<file path="src/design/nfa_pkg.sv">
// Shared types, codes and sizing helpers for the NV21 to ARGB converter.
// No dependencies; every other design file imports this package.
package nfa_pkg;

    localparam int DEF_MAX_WIDTH  = 1024;
    localparam int DEF_MAX_HEIGHT = 1024;
    localparam int RST_WIDTH      = 640;
    localparam int RST_HEIGHT     = 480;
    localparam int QUEUE_DEPTH    = 4;

    localparam int CFG_IDX_W  = 1;
    localparam int CFG_DATA_W = 11;

    // configuration register indexes
    localparam logic [CFG_IDX_W-1:0] REG_FRAME_WIDTH  = 1'b0;
    localparam logic [CFG_IDX_W-1:0] REG_FRAME_HEIGHT = 1'b1;

    // op codes on s_tuser
    localparam logic OP_STORE = 1'b0;
    localparam logic OP_EMIT  = 1'b1;

    localparam logic [7:0]         ALPHA       = 8'hFF;
    localparam logic signed [11:0] CHROMA_BIAS = 12'sd128;

    localparam int CMD_KIND_W = 2;
    typedef enum logic [CMD_KIND_W-1:0] {
        CMD_LUMA_WR,
        CMD_CHROMA_WR,
        CMD_EMIT
    } cmd_kind_t;

    function automatic int addr_bits(input int depth);
        return (depth > 1) ? $clog2(depth) : 1;
    endfunction

    // clamp to 2..maxv, then force even
    function automatic int fit_size(input int v, input int maxv);
        int r;
        if (v < 2)
            r = 2;
        else if (v > maxv)
            r = maxv;
        else
            r = v;
        r = r & ~1;
        if (r < 2)
            r = 2;
        return r;
    endfunction

    // kind + luma addr + chroma index + bank + byte + last
    function automatic int entry_bits(input int la, input int ca);
        return CMD_KIND_W + la + ca + 1 + 8 + 1;
    endfunction

endpackage

</file>
<file path="src/design/nfa_cmd_fifo.sv">
// Small command queue between front and back ends.
// Register based, one write and one read per cycle. Uses nfa_pkg.
module nfa_cmd_fifo
    import nfa_pkg::*;
#(
    parameter int WIDTH = 8,
    parameter int DEPTH = QUEUE_DEPTH
)
(
    input  logic             clk,
    input  logic             rst_n,
    input  logic             push,
    input  logic [WIDTH-1:0] push_data,
    output logic             full,
    input  logic             pop,
    output logic [WIDTH-1:0] head,
    output logic             empty
);

    localparam int PTR_W = addr_bits(DEPTH);
    localparam int CNT_W = $clog2(DEPTH + 1);

    logic [WIDTH-1:0] slots_reg [DEPTH];
    logic [PTR_W-1:0] wr_ptr_reg, wr_ptr_next;
    logic [PTR_W-1:0] rd_ptr_reg, rd_ptr_next;
    logic [CNT_W-1:0] count_reg, count_next;

    assign full  = count_reg == CNT_W'(DEPTH);
    assign empty = count_reg == '0;
    assign head  = slots_reg[rd_ptr_reg];

    always_comb
    begin
        wr_ptr_next = wr_ptr_reg;
        rd_ptr_next = rd_ptr_reg;
        count_next  = count_reg;
        if (push)
            wr_ptr_next = (wr_ptr_reg == PTR_W'(DEPTH - 1)) ? '0 : wr_ptr_reg + PTR_W'(1);
        if (pop)
            rd_ptr_next = (rd_ptr_reg == PTR_W'(DEPTH - 1)) ? '0 : rd_ptr_reg + PTR_W'(1);
        if (push && !pop)
            count_next = count_reg + CNT_W'(1);
        else if (pop && !push)
            count_next = count_reg - CNT_W'(1);
    end

    always_ff @(posedge clk)
    begin
        if (push)
            slots_reg[wr_ptr_reg] <= push_data;
    end

    always_ff @(posedge clk or negedge rst_n)
    begin
        if (!rst_n)
        begin
            wr_ptr_reg <= '0;
            rd_ptr_reg <= '0;
            count_reg  <= '0;
        end
        else
        begin
            wr_ptr_reg <= wr_ptr_next;
            rd_ptr_reg <= rd_ptr_next;
            count_reg  <= count_next;
        end
    end

endmodule

</file>
<file path="config.mk">
export PLATFORM = sky130hd
export DESIGN_NAME = nfa_cmd_fifo
export DESIGN_NICKNAME = d
export VERILOG_FILES = /design/src/design/nfa_pkg.sv /design/src/design/nfa_cmd_fifo.sv
export SDC_FILE = /design/constraint.sdc
export NUM_CORES = 1
export LEC_CHECK = 0
export BUFFER_PORTS_ARGS = -buffer_cell sky130_fd_sc_hd__buf_4
export CAP_MARGIN = 20
export CORE_UTILIZATION = 55
export CTS_CLUSTER_DIAMETER = 60
export CTS_CLUSTER_SIZE = 25
export DETAILED_ROUTE_END_ITERATION = 10
export GPL_TIMING_DRIVEN = 1
export HOLD_SLACK_MARGIN = 0.06
export PLACE_DENSITY = 0.77
export SKIP_CTS_REPAIR_TIMING = 1
export SYNTH_ARGS = -nofsm -noshare
export SYNTH_HDL_FRONTEND = slang
export SYNTH_SLANG_ARGS = --single-unit
</file>
<file path="constraint.sdc">
create_clock -name clk -period 1.6 [get_ports clk]
set_input_delay 0.08 -clock clk [delete_from_list [all_inputs] [get_ports clk]]
set_output_delay 0.08 -clock clk [all_outputs]
set_load 0.05 [all_outputs]
</file>
==> results of run 1 <==
==> power by group <==
group / total, W / internal, W / leakage [nW] / switching [W]
combinational: 0.00169 / 0.000762 / 0.368 / 0.000928
clock: 0.000512 / 0.000213 / 0.0353 / 0.000299
sequential: 0.00150 / 0.00133 / 0.377 / 0.000163
total: 0.00370 / 0.00231 / 0.781 / 0.00139
==> metrics by stage <==
step	total power [W]	util [%]	setup TNS, ns	area (sq um)
6_report	0.00370	74.1	-0.407	2030
3_3_place_gp	0.00306	66.8	0	1830
4_1_cts	0.00362	69.0	-0.757	1890
2_1_floorplan	0.00261	-	0	1580
5_1_grt	0.00388	74.1	-0.922	2030
3_5_place_dp	0.00311	66.8	0	1830
==> kinds of logic after synthesis <==
kind of cell	count (synthesis)	synth area share, %
flops	39	72.4
mux	11	13.6
simple gates	10	3.43
buf+inv	7	2.23
fa+ha+maj	7	6.06
xor+xnor	3	1.67
compound gates	2	0.637
==> synth_stat cells, drive strengths merged <==
library cell,n
mux2,3
inv,5
edfxtp,32
nor3,1
nand3,1
ha,6
fa,1
and2,4
buf,2
nor2,2
nand2,1
nor3b,1
dfrtp,7
o21ai,2
xnor2,1
mux4,8
xor2,2
==> path summary, 6_finish.rpt <==
| check | slack [ns] | end | cells past startpoint |
|---|---|---|---|
| min in group asynchronous | 0.10 | count_reg[2] | 2 |
| max in group asynchronous | 1.38 | wr_ptr_reg[0] | 2 |
| worst max register to register | 0.21 | count_reg[2] | 4 |
| worst min register to register | 0.50 | count_reg[2] | 1 |
| worst max-delay path | -0.05 | head[3] | 3 |
| worst min-delay path | 0.07 | wr_ptr_reg[0] | 3 |
==> per-layer routing <==
metal / wire length (um) / part of all wire (%) / vias to the layer above
met3: 70 / 2.8 / 5
met1: 977 / 39 / 427
met5: 0 / 0 / -
li1: - / - / 386
met2: 1410 / 56 / 17
met4: 41 / 1.6 / 0
==> critical path: stages (launching register included) <==
cell and delay [ns]:
sky130_fd_sc_hd__dfrtp_1 0.41, sky130_fd_sc_hd__buf_12 0.16, sky130_fd_sc_hd__mux4_2 0.51, sky130_fd_sc_hd__buf_6 0.17
==> area by class of cell <==
class | instances | area share, %
sequential | 39 | 56.1
multi-input combinational | 33 | 20.0
timing repair buffer | 38 | 18.2
clock buffer | 7 | 2.72
tap | 31 | 1.91
inverter | 5 | 0.926
clock inverter | 1 | 0.247
==> impl_metrics.json, run 1 <==
{
  "final_hold_vios": 0,
  "fin_ws_ns": -0.0549,
  "crit_fanout": 8,
  "row_count": 19,
  "via_count": 835,
  "avgViaCountPerCell": 5.42,
  "cts_tree": "built",
  "fmaxAchievable_mhz": 604,
  "worst_slew_pin_slew_ns": 0.427,
  "areaGrowthSynthToFinish_pct": 29.0,
  "seq_area_frac_synth_pct": 72.4,
  "final.period_utilization_pct": 103,
  "clock_latency_ns": 0.33,
  "irDropWorstVdd_mv": 1.29,
  "grt_util_met1_pct": 20.6,
  "post-route-min-period_ns": 1.65,
  "cts.sinks": 39,
  "drtAntennaViolNets": 0,
  "syn_avg_cell_area_sq_um": 19.9,
  "post_layout_nonfiller_instances": 154,
  "grt_max_degree": 13,
  "place_congestion": 0.744,
  "clock_skew_ns": 0.00803,
  "area_of_the_die_sq_um": 3070,
  "holdCritStartpoint": "push",
  "grt_overflow": 0,
  "worstPathRequired_ns": 1.52,
  "grt_setup_unrepaired": "true",
  "initial_core_util_pct": 57.4,
  "num-fill-cells": 167,
  "number_of_global_route_vias_before_repair": 852,
  "die_h_um": 55.4,
  "finalSetupViolCount": 8,
  "r2r-start": "count_reg[0]",
  "drt_first_iter_violations": 20,
  "place.port_buffers": 21,
  "clock_transition_at_the_register_clock_pins_on_the_worst_setup_and_hold_paths_after_cts_ns": 0.10,
  "first_pass_grt_wire_length_um": 3880,
  "top_usage_layer": "met2",
  "ctsRootBufferMaster": "sky130_fd_sc_hd__clkbuf_4",
  "synthCells": 79,
  "result_of_the_run": "finished with violations",
  "largest_register_ffs": 32,
  "worst_slew_margin_rel_pct": 71.5,
  "ios": 22,
  "detailedPlace.worstSlack_ns": 0.191,
  "final_max_slew_viol_count": 0,
  "ys_ff_latch": 39,
  "finalWirelength_um": 2500,
  "static-leakage-power_nw": 0.781,
  "design.core.area_sq_um": 2730,
  "violations": "negative setup slack",
  "synth-warning-count": 0,
  "drt_pre_antenna_iters": 4,
  "fin_hold_ws_ns": 0.0686,
  "timing.critical_path.to_type": "primary output",
  "place_hpwl_um": 1730,
  "drv_cap": 0,
  "cts_max_path_buffers": 2,
  "routedWlPerCell_um": 16.2,
  "synth_cell_types": 18,
  "clock_tree.htree_level_count": 2,
  "commonest_cells_after_routing_fill_and_taps_aside": "32 x sky130_fd_sc_hd__edfxtp_1, 17 x sky130_fd_sc_hd__buf_4, 11 x sky130_fd_sc_hd__dlygate4sd3_1",
  "multi_input_area_sq_um": 404,
  "total_clock_buffers_created_by_cts": 5,
  "area.sequential_sq_um": 1140,
  "synth_top_cell_area_share_pct": 61.2,
  "grt_util_met3_pct": 4.92,
  "netlist_area_sq_um": 1570,
  "design.final.nets": 141,
  "crit_type": "reg -> out",
  "cp-start-kind": "flop",
  "dp_cells": 135,
  "timing.hold.worst.class": "in -> reg",
  "post_synth_main_area_contributors": "sky130_fd_sc_hd__edfxtp_1 61%, sky130_fd_sc_hd__mux4_2 11%, sky130_fd_sc_hd__dfrtp_1 11%",
  "p_per_area_nw_per_um2": 1830,
  "grt_usage_pct": 17.5,
  "critical_path_at_ns": 1.57,
  "cp-startpoint": "rd_ptr_reg[0]",
  "mappedNetlistNets": 98,
  "initial_antenna_violation_count": 0,
  "antenna-diode-count": 0,
  "final_common_cell": "sky130_fd_sc_hd__edfxtp_1",
  "globalRouteMet2Util_pct": 30.1,
  "drt_drc_violations_left": 0,
  "die_width_um": 55.4,
  "area_leader_netlist": "sky130_fd_sc_hd__edfxtp_1",
  "drive_above_1_share_pct": 37.4
}
No activity file was read; power rests on OpenSTA's default activity.
==> inputs of run 2 (changes only) <==
--- a/config.mk
+++ b/config.mk
@@ -7,6 +7,7 @@
 export LEC_CHECK = 0
 export BUFFER_PORTS_ARGS = -buffer_cell sky130_fd_sc_hd__buf_4
 export CAP_MARGIN = 20
+export CORE_MARGIN = 2
 export CORE_UTILIZATION = 55
 export CTS_CLUSTER_DIAMETER = 60
 export CTS_CLUSTER_SIZE = 25
==> impl_metrics.json, run 2 (synthesis gave the netlist of run 1 again) <==
{
  "result_of_the_run": "finished with violations",
  "violations": "negative setup slack",
  "design.final.nets": 139,
  "antenna-diode-count": 0,
  "clock_transition_at_the_register_clock_pins_on_the_worst_setup_and_hold_paths_after_cts_ns": 0.11,
  "design.core.area_sq_um": 2730,
  "cts_max_path_buffers": 2,
  "ios": 22,
  "final_core_utilization_pct": 74.1,
  "areaGrowthSynthToFinish_pct": 29.1,
  "static-leakage-power_nw": 0.778,
  "irDropWorstVdd_mv": 1.39,
  "cp-start-kind": "flop",
  "clock_skew_ns": 0.0117,
  "drt_first_iter_violations": 6,
  "place_congestion": 0.666,
  "finalSetupViolCount": 8,
  "clock_tree.htree_level_count": 2,
  "drive_above_1_share_pct": 36.4,
  "fmaxAchievable_mhz": 585,
  "total_clock_buffers_created_by_cts": 5,
  "grt_setup_unrepaired": "true",
  "cts_tree": "built",
  "initial_core_util_pct": 57.4,
  "final.period_utilization_pct": 107,
  "timing.critical_path.to_type": "primary output",
  "drt_pre_antenna_iters": 2,
  "finalWirelength_um": 2400,
  "final_common_cell": "sky130_fd_sc_hd__edfxtp_1",
  "largest_register_ffs": 32,
  "number_of_global_route_vias_before_repair": 812,
  "worstPathRequired_ns": 1.52,
  "worst_slew_margin_rel_pct": 71.3,
  "clock_latency_ns": 0.32,
  "drt_drc_violations_left": 0,
  "grt_max_degree": 13,
  "grt_usage_pct": 16.0,
  "worst_slew_pin_slew_ns": 0.431,
  "cts.sinks": 39,
  "fin_ws_ns": -0.109,
  "initial_antenna_violation_count": 0,
  "worst_r2r_endpoint": "count_reg[2]",
  "r2r-start": "count_reg[0]",
  "crit_type": "reg -> out",
  "ctsRootBufferMaster": "sky130_fd_sc_hd__clkbuf_4",
  "row_count": 19,
  "drtAntennaViolNets": 0,
  "crit_fanout": 8,
  "total_power_w": 0.00377,
  "p_per_area_nw_per_um2": 1860,
  "r2r_setup_slack_ns": 0.19,
  "die_h_um": 57.4,
  "final_max_slew_viol_count": 0,
  "avgViaCountPerCell": 5.30,
  "final_hold_vios": 0,
  "first_pass_grt_wire_length_um": 3740,
  "critical_path_at_ns": 1.63,
  "area_of_the_die_sq_um": 3300,
  "die_width_um": 57.4,
  "via_count": 806,
  "number_of_cells_traversed_by_the_worst_register_to_register_path": 4,
  "place.port_buffers": 21,
  "drv_cap": 0,
  "grt_overflow": 0,
  "routedWlPerCell_um": 15.8,
  "commonest_cells_after_routing_fill_and_taps_aside": "32 x sky130_fd_sc_hd__edfxtp_1, 15 x sky130_fd_sc_hd__buf_4, 11 x sky130_fd_sc_hd__dlygate4sd3_1",
  "post-route-min-period_ns": 1.71,
  "timing.hold.worst.class": "in -> async"
}
-- run 2: final cells by class --
type | count | area (sq um)
flip-flops and latches | 39 | 1140
fillers | 168 | 707
multi-input cells | 33 | 404
repair buffers | 36 | 353
clock inverters | 3 | 38.8
well taps | 31 | 38.8
clock buffers | 5 | 37.5
inverters | 5 | 18.8
-- run 2: per-stage QoR --
step                      setup TNS, ns  area (sq um)  hold slack (ns)  instances  setup slack, ns
after floorplan                       0          1580           -0.216         79           0.0155
after detailed placement              0          1810           -0.100        133            0.218
after CTS                         -1.16          1890           -0.475        141           -0.161
after global placement                0          1810           -0.102        133            0.250
after global routing              -1.38          2030           0.0755        152           -0.185
final                            -0.789          2030           0.0901        152           -0.109
-- run 2: routing by layer --
layer	global-route usage [%]	part of all wire, %	up-vias
li1	-	-	383
met5	0	0	-
met1	19.8	42	410
met3	5.44	3.1	0
met4	4.98	0	0
met2	26.6	55	13
-- run 2: worst max path at each step --
| stage | from | to | cells after the start |
|---|---|---|---|
| after floorplan | count_reg[1] | empty | 1 |
| after global routing | rd_ptr_reg[0] | head[3] | 3 |
| after global placement | count_reg[0] | count_reg[2] | 4 |
| after CTS | rd_ptr_reg[0] | head[3] | 3 |
| after detailed placement | count_reg[0] | count_reg[2] | 4 |
| final | rd_ptr_reg[0] | head[0] | 3 |
-- run 2: critical path: stages (launching register included) --
cell	delay [ns]
sky130_fd_sc_hd__dfrtp_1	0.45
sky130_fd_sc_hd__buf_12	0.17
sky130_fd_sc_hd__mux4_2	0.52
sky130_fd_sc_hd__buf_6	0.17
-- run 2: report_power, final --
group	total [W]	leakage (nW)	switching, W	internal (W)
clock network	0.000607	0.0426	0.000285	0.000322
logic	0.00167	0.358	0.000928	0.000740
registers	0.00150	0.377	0.000165	0.00133
