--- config.mk ---
export PLATFORM = sky130hd
export DESIGN_NAME = nfa_front
export DESIGN_NICKNAME = d
export VERILOG_FILES = /design/src/design/nfa_pkg.sv /design/src/design/nfa_front.sv
export SDC_FILE = /design/constraint.sdc
export NUM_CORES = 1
export LEC_CHECK = 0
export BUFFER_PORTS_ARGS = -buffer_cell sky130_fd_sc_hd__buf_4
export CAP_MARGIN = 20
export CORE_ASPECT_RATIO = 1.4
export CORE_MARGIN = 3
export CORE_UTILIZATION = 60
export CTS_BUF_LIST = sky130_fd_sc_hd__clkbuf_8
export DETAILED_ROUTE_END_ITERATION = 8
export PLACE_DENSITY = 0.79
export SLEW_MARGIN = 20
export SYNTH_ARGS = -nofsm -noshare
export SYNTH_HDL_FRONTEND = slang
export SYNTH_SLANG_ARGS = --single-unit
--- constraint.sdc ---
create_clock -name clk -period 15.15 [get_ports clk]
set_input_delay 0 -clock clk [delete_from_list [all_inputs] [get_ports clk]]
set_output_delay 0 -clock clk [all_outputs]
set_load 0.005 [all_outputs]
--- src/design/nfa_pkg.sv ---
// Shared types, codes and sizing helpers for the NV21 to ARGB converter.
// No dependencies; every other design file imports this package.
package nfa_pkg;

    localparam int DEF_MAX_WIDTH  = 1024;
    localparam int DEF_MAX_HEIGHT = 1024;
    localparam int RST_WIDTH      = 640;
    localparam int RST_HEIGHT     = 480;
    localparam int QUEUE_DEPTH    = 4;

    localparam int CFG_IDX_W  = 1;
    localparam int CFG_DATA_W = 11;

    // configuration register indexes
    localparam logic [CFG_IDX_W-1:0] REG_FRAME_WIDTH  = 1'b0;
    localparam logic [CFG_IDX_W-1:0] REG_FRAME_HEIGHT = 1'b1;

    // op codes on s_tuser
    localparam logic OP_STORE = 1'b0;
    localparam logic OP_EMIT  = 1'b1;

    localparam logic [7:0]         ALPHA       = 8'hFF;
    localparam logic signed [11:0] CHROMA_BIAS = 12'sd128;

    localparam int CMD_KIND_W = 2;
    typedef enum logic [CMD_KIND_W-1:0] {
        CMD_LUMA_WR,
        CMD_CHROMA_WR,
        CMD_EMIT
    } cmd_kind_t;

    function automatic int addr_bits(input int depth);
        return (depth > 1) ? $clog2(depth) : 1;
    endfunction

    // clamp to 2..maxv, then force even
    function automatic int fit_size(input int v, input int maxv);
        int r;
        if (v < 2)
            r = 2;
        else if (v > maxv)
            r = maxv;
        else
            r = v;
        r = r & ~1;
        if (r < 2)
            r = 2;
        return r;
    endfunction

    // kind + luma addr + chroma index + bank + byte + last
    function automatic int entry_bits(input int la, input int ca);
        return CMD_KIND_W + la + ca + 1 + 8 + 1;
    endfunction

endpackage

--- src/design/nfa_front.sv ---
// Front end: config registers, load pointers and raster counters.
// Classifies each beat into a store or emit command for the queue. Uses nfa_pkg.
module nfa_front
    import nfa_pkg::*;
#(
    parameter int MAX_WIDTH  = DEF_MAX_WIDTH,
    parameter int MAX_HEIGHT = DEF_MAX_HEIGHT,
    parameter int ENTRY_W    = entry_bits(addr_bits(MAX_WIDTH * MAX_HEIGHT),
                                          addr_bits((MAX_WIDTH / 2) * (MAX_HEIGHT / 2)))
)
(
    input  logic                  clk,
    input  logic                  rst_n,
    input  logic                  cfg_valid,
    output logic                  cfg_ready,
    input  logic [CFG_IDX_W-1:0]  cfg_index,
    input  logic [CFG_DATA_W-1:0] cfg_data,
    input  logic                  s_tvalid,
    output logic                  s_tready,
    input  logic [7:0]            s_tdata,
    input  logic                  s_tuser,
    input  logic                  q_full,
    output logic                  q_push,
    output logic [ENTRY_W-1:0]    q_entry
);

    localparam int WW           = $clog2(MAX_WIDTH + 1);
    localparam int HW           = $clog2(MAX_HEIGHT + 1);
    localparam int LUMA_DEPTH   = MAX_WIDTH * MAX_HEIGHT;
    localparam int CHROMA_DEPTH = (MAX_WIDTH / 2) * (MAX_HEIGHT / 2);
    localparam int LA           = addr_bits(LUMA_DEPTH);
    localparam int CA           = addr_bits(CHROMA_DEPTH);
    localparam int CPW          = CA + 1;
    localparam int AREA_W       = $clog2(LUMA_DEPTH + 1);
    localparam int W_RST        = fit_size(RST_WIDTH, MAX_WIDTH);
    localparam int H_RST        = fit_size(RST_HEIGHT, MAX_HEIGHT);

    typedef struct packed {
        cmd_kind_t     kind;
        logic [LA-1:0] luma_addr;
        logic [CA-1:0] chroma_idx;
        logic          chroma_bank;
        logic [7:0]    data;
        logic          last;
    } entry_t;

    logic [WW-1:0]     w_reg;
    logic [HW-1:0]     h_reg;
    logic [AREA_W-1:0] area_reg;
    logic              settle_reg;

    logic              in_chroma_reg, in_chroma_next;
    logic [LA-1:0]     luma_ptr_reg, luma_ptr_next;
    logic [CPW-1:0]    chroma_ptr_reg, chroma_ptr_next;
    logic [WW-1:0]     col_reg, col_next;
    logic [HW-1:0]     row_reg, row_next;
    logic [LA-1:0]     luma_base_reg, luma_base_next;
    logic [CA-1:0]     chroma_base_reg, chroma_base_next;

    logic              cfg_fire;
    logic [WW-1:0]     w_fit;
    logic [HW-1:0]     h_fit;
    logic              col_wrap;
    logic              row_wrap;
    logic              luma_done;
    logic              chroma_done;
    entry_t            entry;

    assign cfg_ready = 1'b1;
    assign cfg_fire  = cfg_valid & cfg_ready;
    assign w_fit     = WW'(fit_size(int'(cfg_data), MAX_WIDTH));
    assign h_fit     = HW'(fit_size(int'(cfg_data), MAX_HEIGHT));

    // area is registered off the multiplier; hold input in the cycle after a write
    assign s_tready = ~q_full & ~settle_reg;
    assign q_push   = s_tvalid & s_tready;
    assign q_entry  = ENTRY_W'(entry);

    assign col_wrap    = (col_reg + WW'(1)) == w_reg;
    assign row_wrap    = (row_reg + HW'(1)) == h_reg;
    assign luma_done   = (AREA_W'(luma_ptr_reg) + AREA_W'(1)) == area_reg;
    assign chroma_done = (AREA_W'(chroma_ptr_reg) + AREA_W'(1)) == (area_reg >> 1);

    always_comb
    begin
        entry             = '0;
        entry.data        = s_tdata;
        entry.chroma_bank = chroma_ptr_reg[0];
        if (s_tuser == OP_EMIT)
        begin
            entry.kind       = CMD_EMIT;
            entry.luma_addr  = luma_base_reg + LA'(col_reg);
            entry.chroma_idx = chroma_base_reg + CA'(col_reg >> 1);
            entry.last       = col_wrap & row_wrap;
        end
        else if (in_chroma_reg)
        begin
            entry.kind       = CMD_CHROMA_WR;
            entry.chroma_idx = chroma_ptr_reg[CPW-1:1];
        end
        else
        begin
            entry.kind      = CMD_LUMA_WR;
            entry.luma_addr = luma_ptr_reg;
        end
    end

    always_comb
    begin
        in_chroma_next   = in_chroma_reg;
        luma_ptr_next    = luma_ptr_reg;
        chroma_ptr_next  = chroma_ptr_reg;
        col_next         = col_reg;
        row_next         = row_reg;
        luma_base_next   = luma_base_reg;
        chroma_base_next = chroma_base_reg;
        if (cfg_fire)
        begin
            in_chroma_next   = 1'b0;
            luma_ptr_next    = '0;
            chroma_ptr_next  = '0;
            col_next         = '0;
            row_next         = '0;
            luma_base_next   = '0;
            chroma_base_next = '0;
        end
        else if (q_push && s_tuser == OP_EMIT)
        begin
            col_next = col_reg + WW'(1);
            if (col_wrap)
            begin
                col_next = '0;
                if (row_wrap)
                begin
                    row_next         = '0;
                    luma_base_next   = '0;
                    chroma_base_next = '0;
                end
                else
                begin
                    row_next       = row_reg + HW'(1);
                    luma_base_next = luma_base_reg + LA'(w_reg);
                    // chroma row advances after each odd luma row
                    if (row_reg[0])
                        chroma_base_next = chroma_base_reg + CA'(w_reg >> 1);
                end
            end
        end
        else if (q_push)
        begin
            if (in_chroma_reg)
            begin
                chroma_ptr_next = chroma_ptr_reg + CPW'(1);
                if (chroma_done)
                begin
                    chroma_ptr_next = '0;
                    in_chroma_next  = 1'b0;
                end
            end
            else
            begin
                luma_ptr_next = luma_ptr_reg + LA'(1);
                if (luma_done)
                begin
                    luma_ptr_next  = '0;
                    in_chroma_next = 1'b1;
                end
            end
        end
    end

    always_ff @(posedge clk or negedge rst_n)
    begin
        if (!rst_n)
        begin
            w_reg           <= WW'(W_RST);
            h_reg           <= HW'(H_RST);
            area_reg        <= AREA_W'(W_RST * H_RST);
            settle_reg      <= 1'b0;
            in_chroma_reg   <= 1'b0;
            luma_ptr_reg    <= '0;
            chroma_ptr_reg  <= '0;
            col_reg         <= '0;
            row_reg         <= '0;
            luma_base_reg   <= '0;
            chroma_base_reg <= '0;
        end
        else
        begin
            if (cfg_fire && cfg_index == REG_FRAME_WIDTH)
                w_reg <= w_fit;
            if (cfg_fire && cfg_index == REG_FRAME_HEIGHT)
                h_reg <= h_fit;
            area_reg        <= AREA_W'(w_reg * h_reg);
            settle_reg      <= cfg_fire;
            in_chroma_reg   <= in_chroma_next;
            luma_ptr_reg    <= luma_ptr_next;
            chroma_ptr_reg  <= chroma_ptr_next;
            col_reg         <= col_next;
            row_reg         <= row_next;
            luma_base_reg   <= luma_base_next;
            chroma_base_reg <= chroma_base_next;
        end
    end

    a_col_in_row: assert property (@(posedge clk) disable iff (!rst_n)
        col_reg < w_reg)
        else $error("raster column beyond frame width");

    a_row_in_frame: assert property (@(posedge clk) disable iff (!rst_n)
        row_reg < h_reg)
        else $error("raster row beyond frame height");

    a_luma_ptr_in_plane: assert property (@(posedge clk) disable iff (!rst_n)
        (!settle_reg && !in_chroma_reg) |-> (AREA_W'(luma_ptr_reg) < area_reg))
        else $error("luma load pointer beyond luma plane");

endmodule

==> metrics.yaml <==
port_buffers: 60
cp_max_fo: 14
seq_power_share_pct: 40.3
synth_top_cell_area_share_pct: 23.3
regToRegStartpoint: "w_reg[7]"
clock_skew_ns: 0.0152
cts_max_path_buffers: 2
setup_slack_ns: 9.82
swShare_pct: 36.5
syn_nets: 1836
cts_sinks: 139
grt_pass1_vias: 12400
synth_enable_flop_cells: 0
fmax_mhz: 188
critical_path.slowest_cell: "dfstp_2"
p_per_area_mw_per_mm2: 81.0
synthesis.area_mm2: 0.0139
criticalPathCategory: "reg2reg"
internal_power_mw: 0.763
synth_cell_types: 89
status: "complete, no violations"
synth_area_leader_cell: "dfrtp_1"
diodes: 0
synth_warnings: 0
die_w_um: 135
crit_path_start_kind: "flip-flop"
drt_iter0_markers: 823
cts_root_buf: "clkbuf_8"
dieArea_mm2: 0.0250
max_cap_violations: 0
synth.avg_cell_area_um2: 8.45
drtAntennaViolNets: 0
worstPathRequired_ns: 15.54
largest_register_ffs: 20
ys.flop_type: "dfrtp_1"
yosys-top-cells-area: "dfrtp_1, fa_1, ha_1"
hold_depth: 0
antenna_found_initial: 0
hold_start: "s_tdata[2]"
power_mw: 1.20
grt_overflow: 0
hold_path_end: "q_entry[3]"
row_count: 65
die_height_um: 186
fin_crit_sh_pct: 35.2
final_nets: 1823
p_switching_mw: 0.438
io_pins: 79
timing.setup.tns_ns: 0
area_growth_syn_to_layout_pct: 6.86
ctsHtreeMaxLevel: 4
initial_core_util_pct: 61.4
tightest_slew_ns: 0.945
syn_inst: 1643
cts_setup_buffers: 0
ys_seq_area_share_pct: 25.2
reg2reg_depth: 16
r2r_end: "area_reg[19]"
viasPerCell: 6.31
cts_made_buffers: 17
clk_latency_ns: 0.48
holdWs_ns: 0.00000224
endpoint_kind: "flip-flop"
p_clk_share_pct: 29.8
dp_worst_setup_slack_ns: 9.87
ir_worst_vdd_mv: 0.0780
drtPass1Iterations: 7
relSlewSlack_pct: 37.0
post-place-cells: 1898
wl_per_cell_um: 19.4
drive_gt1_share_pct: 8.64
cpMostUsedCell: "fa_1"
finalCriticalPeriod_ns: 5.33
power_frac_comb_pct: 29.9
ys_seq_elements: 139
power_leakage_nw: 6.90
setup_viol: 0
vias: 12300
grt_usage_pct: 31.1
worstPathCellList: "nand2_1 > fa_1 > inv_1 > fa_1 > inv_1 > fa_1 > fa_1 > fa_1 > inv_1 > ha_1 > a21o_1 > a31o_2 > a21oi_1 > o21ai_0 > a21oi_1 > xnor2_1"
detailed_place_hpwl_mm: 28.0
critical-path-max-stage-delay_ns: 0.83
grt_pass1_wl_mm: 62.0
clk_pin_slew_ns: 0.07
worstPathArrival_ns: 5.72
final-max-slew-violation-count: 0
fin_cells: 1944
grt_start_max_net_pins: 98
cts_tree: "yes"
hold_viol_final: 0
crit_start: "w_reg[7]"
fp.coreArea_mm2: 0.0226
ff2ff_setup_slack_ns: 9.82
async_reset_ff_share_pct: 100
drt-total-wl_mm: 37.7
rsz0062_at_grt: "false"
gp_congestion: 0.934
min_path_type: "in2out"
drc: 0
-- critical path: cells and delay by family (launching register included) --
| family | cells | cell delay [ns] |
|---|---|---|
| adders and majority gates | 6 | 3.03 |
| DFF | 1 | 0.83 |
| buffers and inverters | 3 | 0.17 |
| and+or+nand+nor | 1 | 0.15 |
| xor gates and xnor gates | 1 | 0.14 |
| AOI/OAI and AO/OA | 5 | 0.93 |
-- worst max path at each step --
stage                     slack, ns            to  cells past startpoint
after floorplan               10.20  area_reg[19]                     17
after global placement         9.90  area_reg[19]                     16
after detailed placement       9.87  area_reg[19]                     16
after CTS                      9.85  area_reg[19]                     16
after global routing           9.57  area_reg[19]                     14
final                          9.82  area_reg[19]                     16
-- logic make-up after synthesis --
logic type,Yosys count,synth area share [%]
and+or+nand+nor,599,22.3
AOI/OAI and AO/OA,359,16.8
buffers and inverters,221,6.83
adders and majority gates,167,18.6
DFF,139,25.2
xor gates and xnor gates,134,8.65
muxes,23,1.69
other,1,0.0270
-- Yosys cell counts, types with 21 or more instances --
| cell type | number |
|---|---|
| xor2_1 | 41 |
| dfrtp_1 | 129 |
| inv_1 | 108 |
| a31oi_1 | 28 |
| a22o_1 | 21 |
| nand3_1 | 60 |
| nor3_1 | 36 |
| fa_1 | 65 |
| nand2_1 | 226 |
| ha_1 | 102 |
| o31ai_1 | 32 |
| buf_2 | 26 |
| xnor2_1 | 91 |
| and2_1 | 63 |
| nor2_1 | 58 |
| a21oi_1 | 57 |
| nand2b_1 | 21 |
| and3_1 | 37 |
| o21ai_0 | 126 |
| nand4_1 | 22 |
| clkbuf_1 | 61 |
-- layout make-up --
type / count / area [um2]
multi-input cells: 1283 / 9450
well taps: 301 / 377
flip-flops and latches: 139 / 3490
repair buffers: 81 / 647
clock buffers: 17 / 234
fillers: 1918 / 7780
inverters: 108 / 405
clock inverters: 15 / 224
-- metrics by stage --
step / instance area, um2 / utilization (%)
3_3_place_gp: 14200 / 62.9
2_1_floorplan: 13900 / -
6_report: 14800 / 65.6
3_5_place_dp: 14200 / 62.9
4_1_cts: 14800 / 65.6
5_1_grt: 14800 / 65.6
-- metal layers --
metal | global-route usage, % | wire, um | share of wire (%)
met1 | 36.3 | 14400 | 38
met2 | 53.2 | 18400 | 49
met3 | 5.57 | 2470 | 6.6
met4 | 19.4 | 2390 | 6.3
met5 | 0 | 0 | 0
-- cell usage in the layout, fill, tap and decap left out, types with 56 or more instances in the layout --
master,instances
dfrtp_1,129
xnor2_1,91
o21ai_0,126
inv_1,109
a21oi_1,56
buf_4,66
ha_1,102
fa_1,65
nor2_1,58
and2_1,63
nand3_1,60
nand2_1,226
-- power groups by stage --
stage / Sequential (mW) / Clock [mW] / Combinational [mW]
3_5_place_dp: 0.489 / 0 / 0.354
6_report: 0.485 / 0.358 / 0.359
2_1_floorplan: 0.437 / 0 / 0.295
5_1_grt: 0.489 / 0.377 / 0.408
4_1_cts: 0.482 / 0.362 / 0.360
3_3_place_gp: 0.487 / 0 / 0.341
-- what timing repair did --
action	4_1_cts	5_1_grt
gates resized for setup	0	0
endpoints found under the hold margin	115	0
hold buffers	14	0
Power figures use the tool's default switching activity.
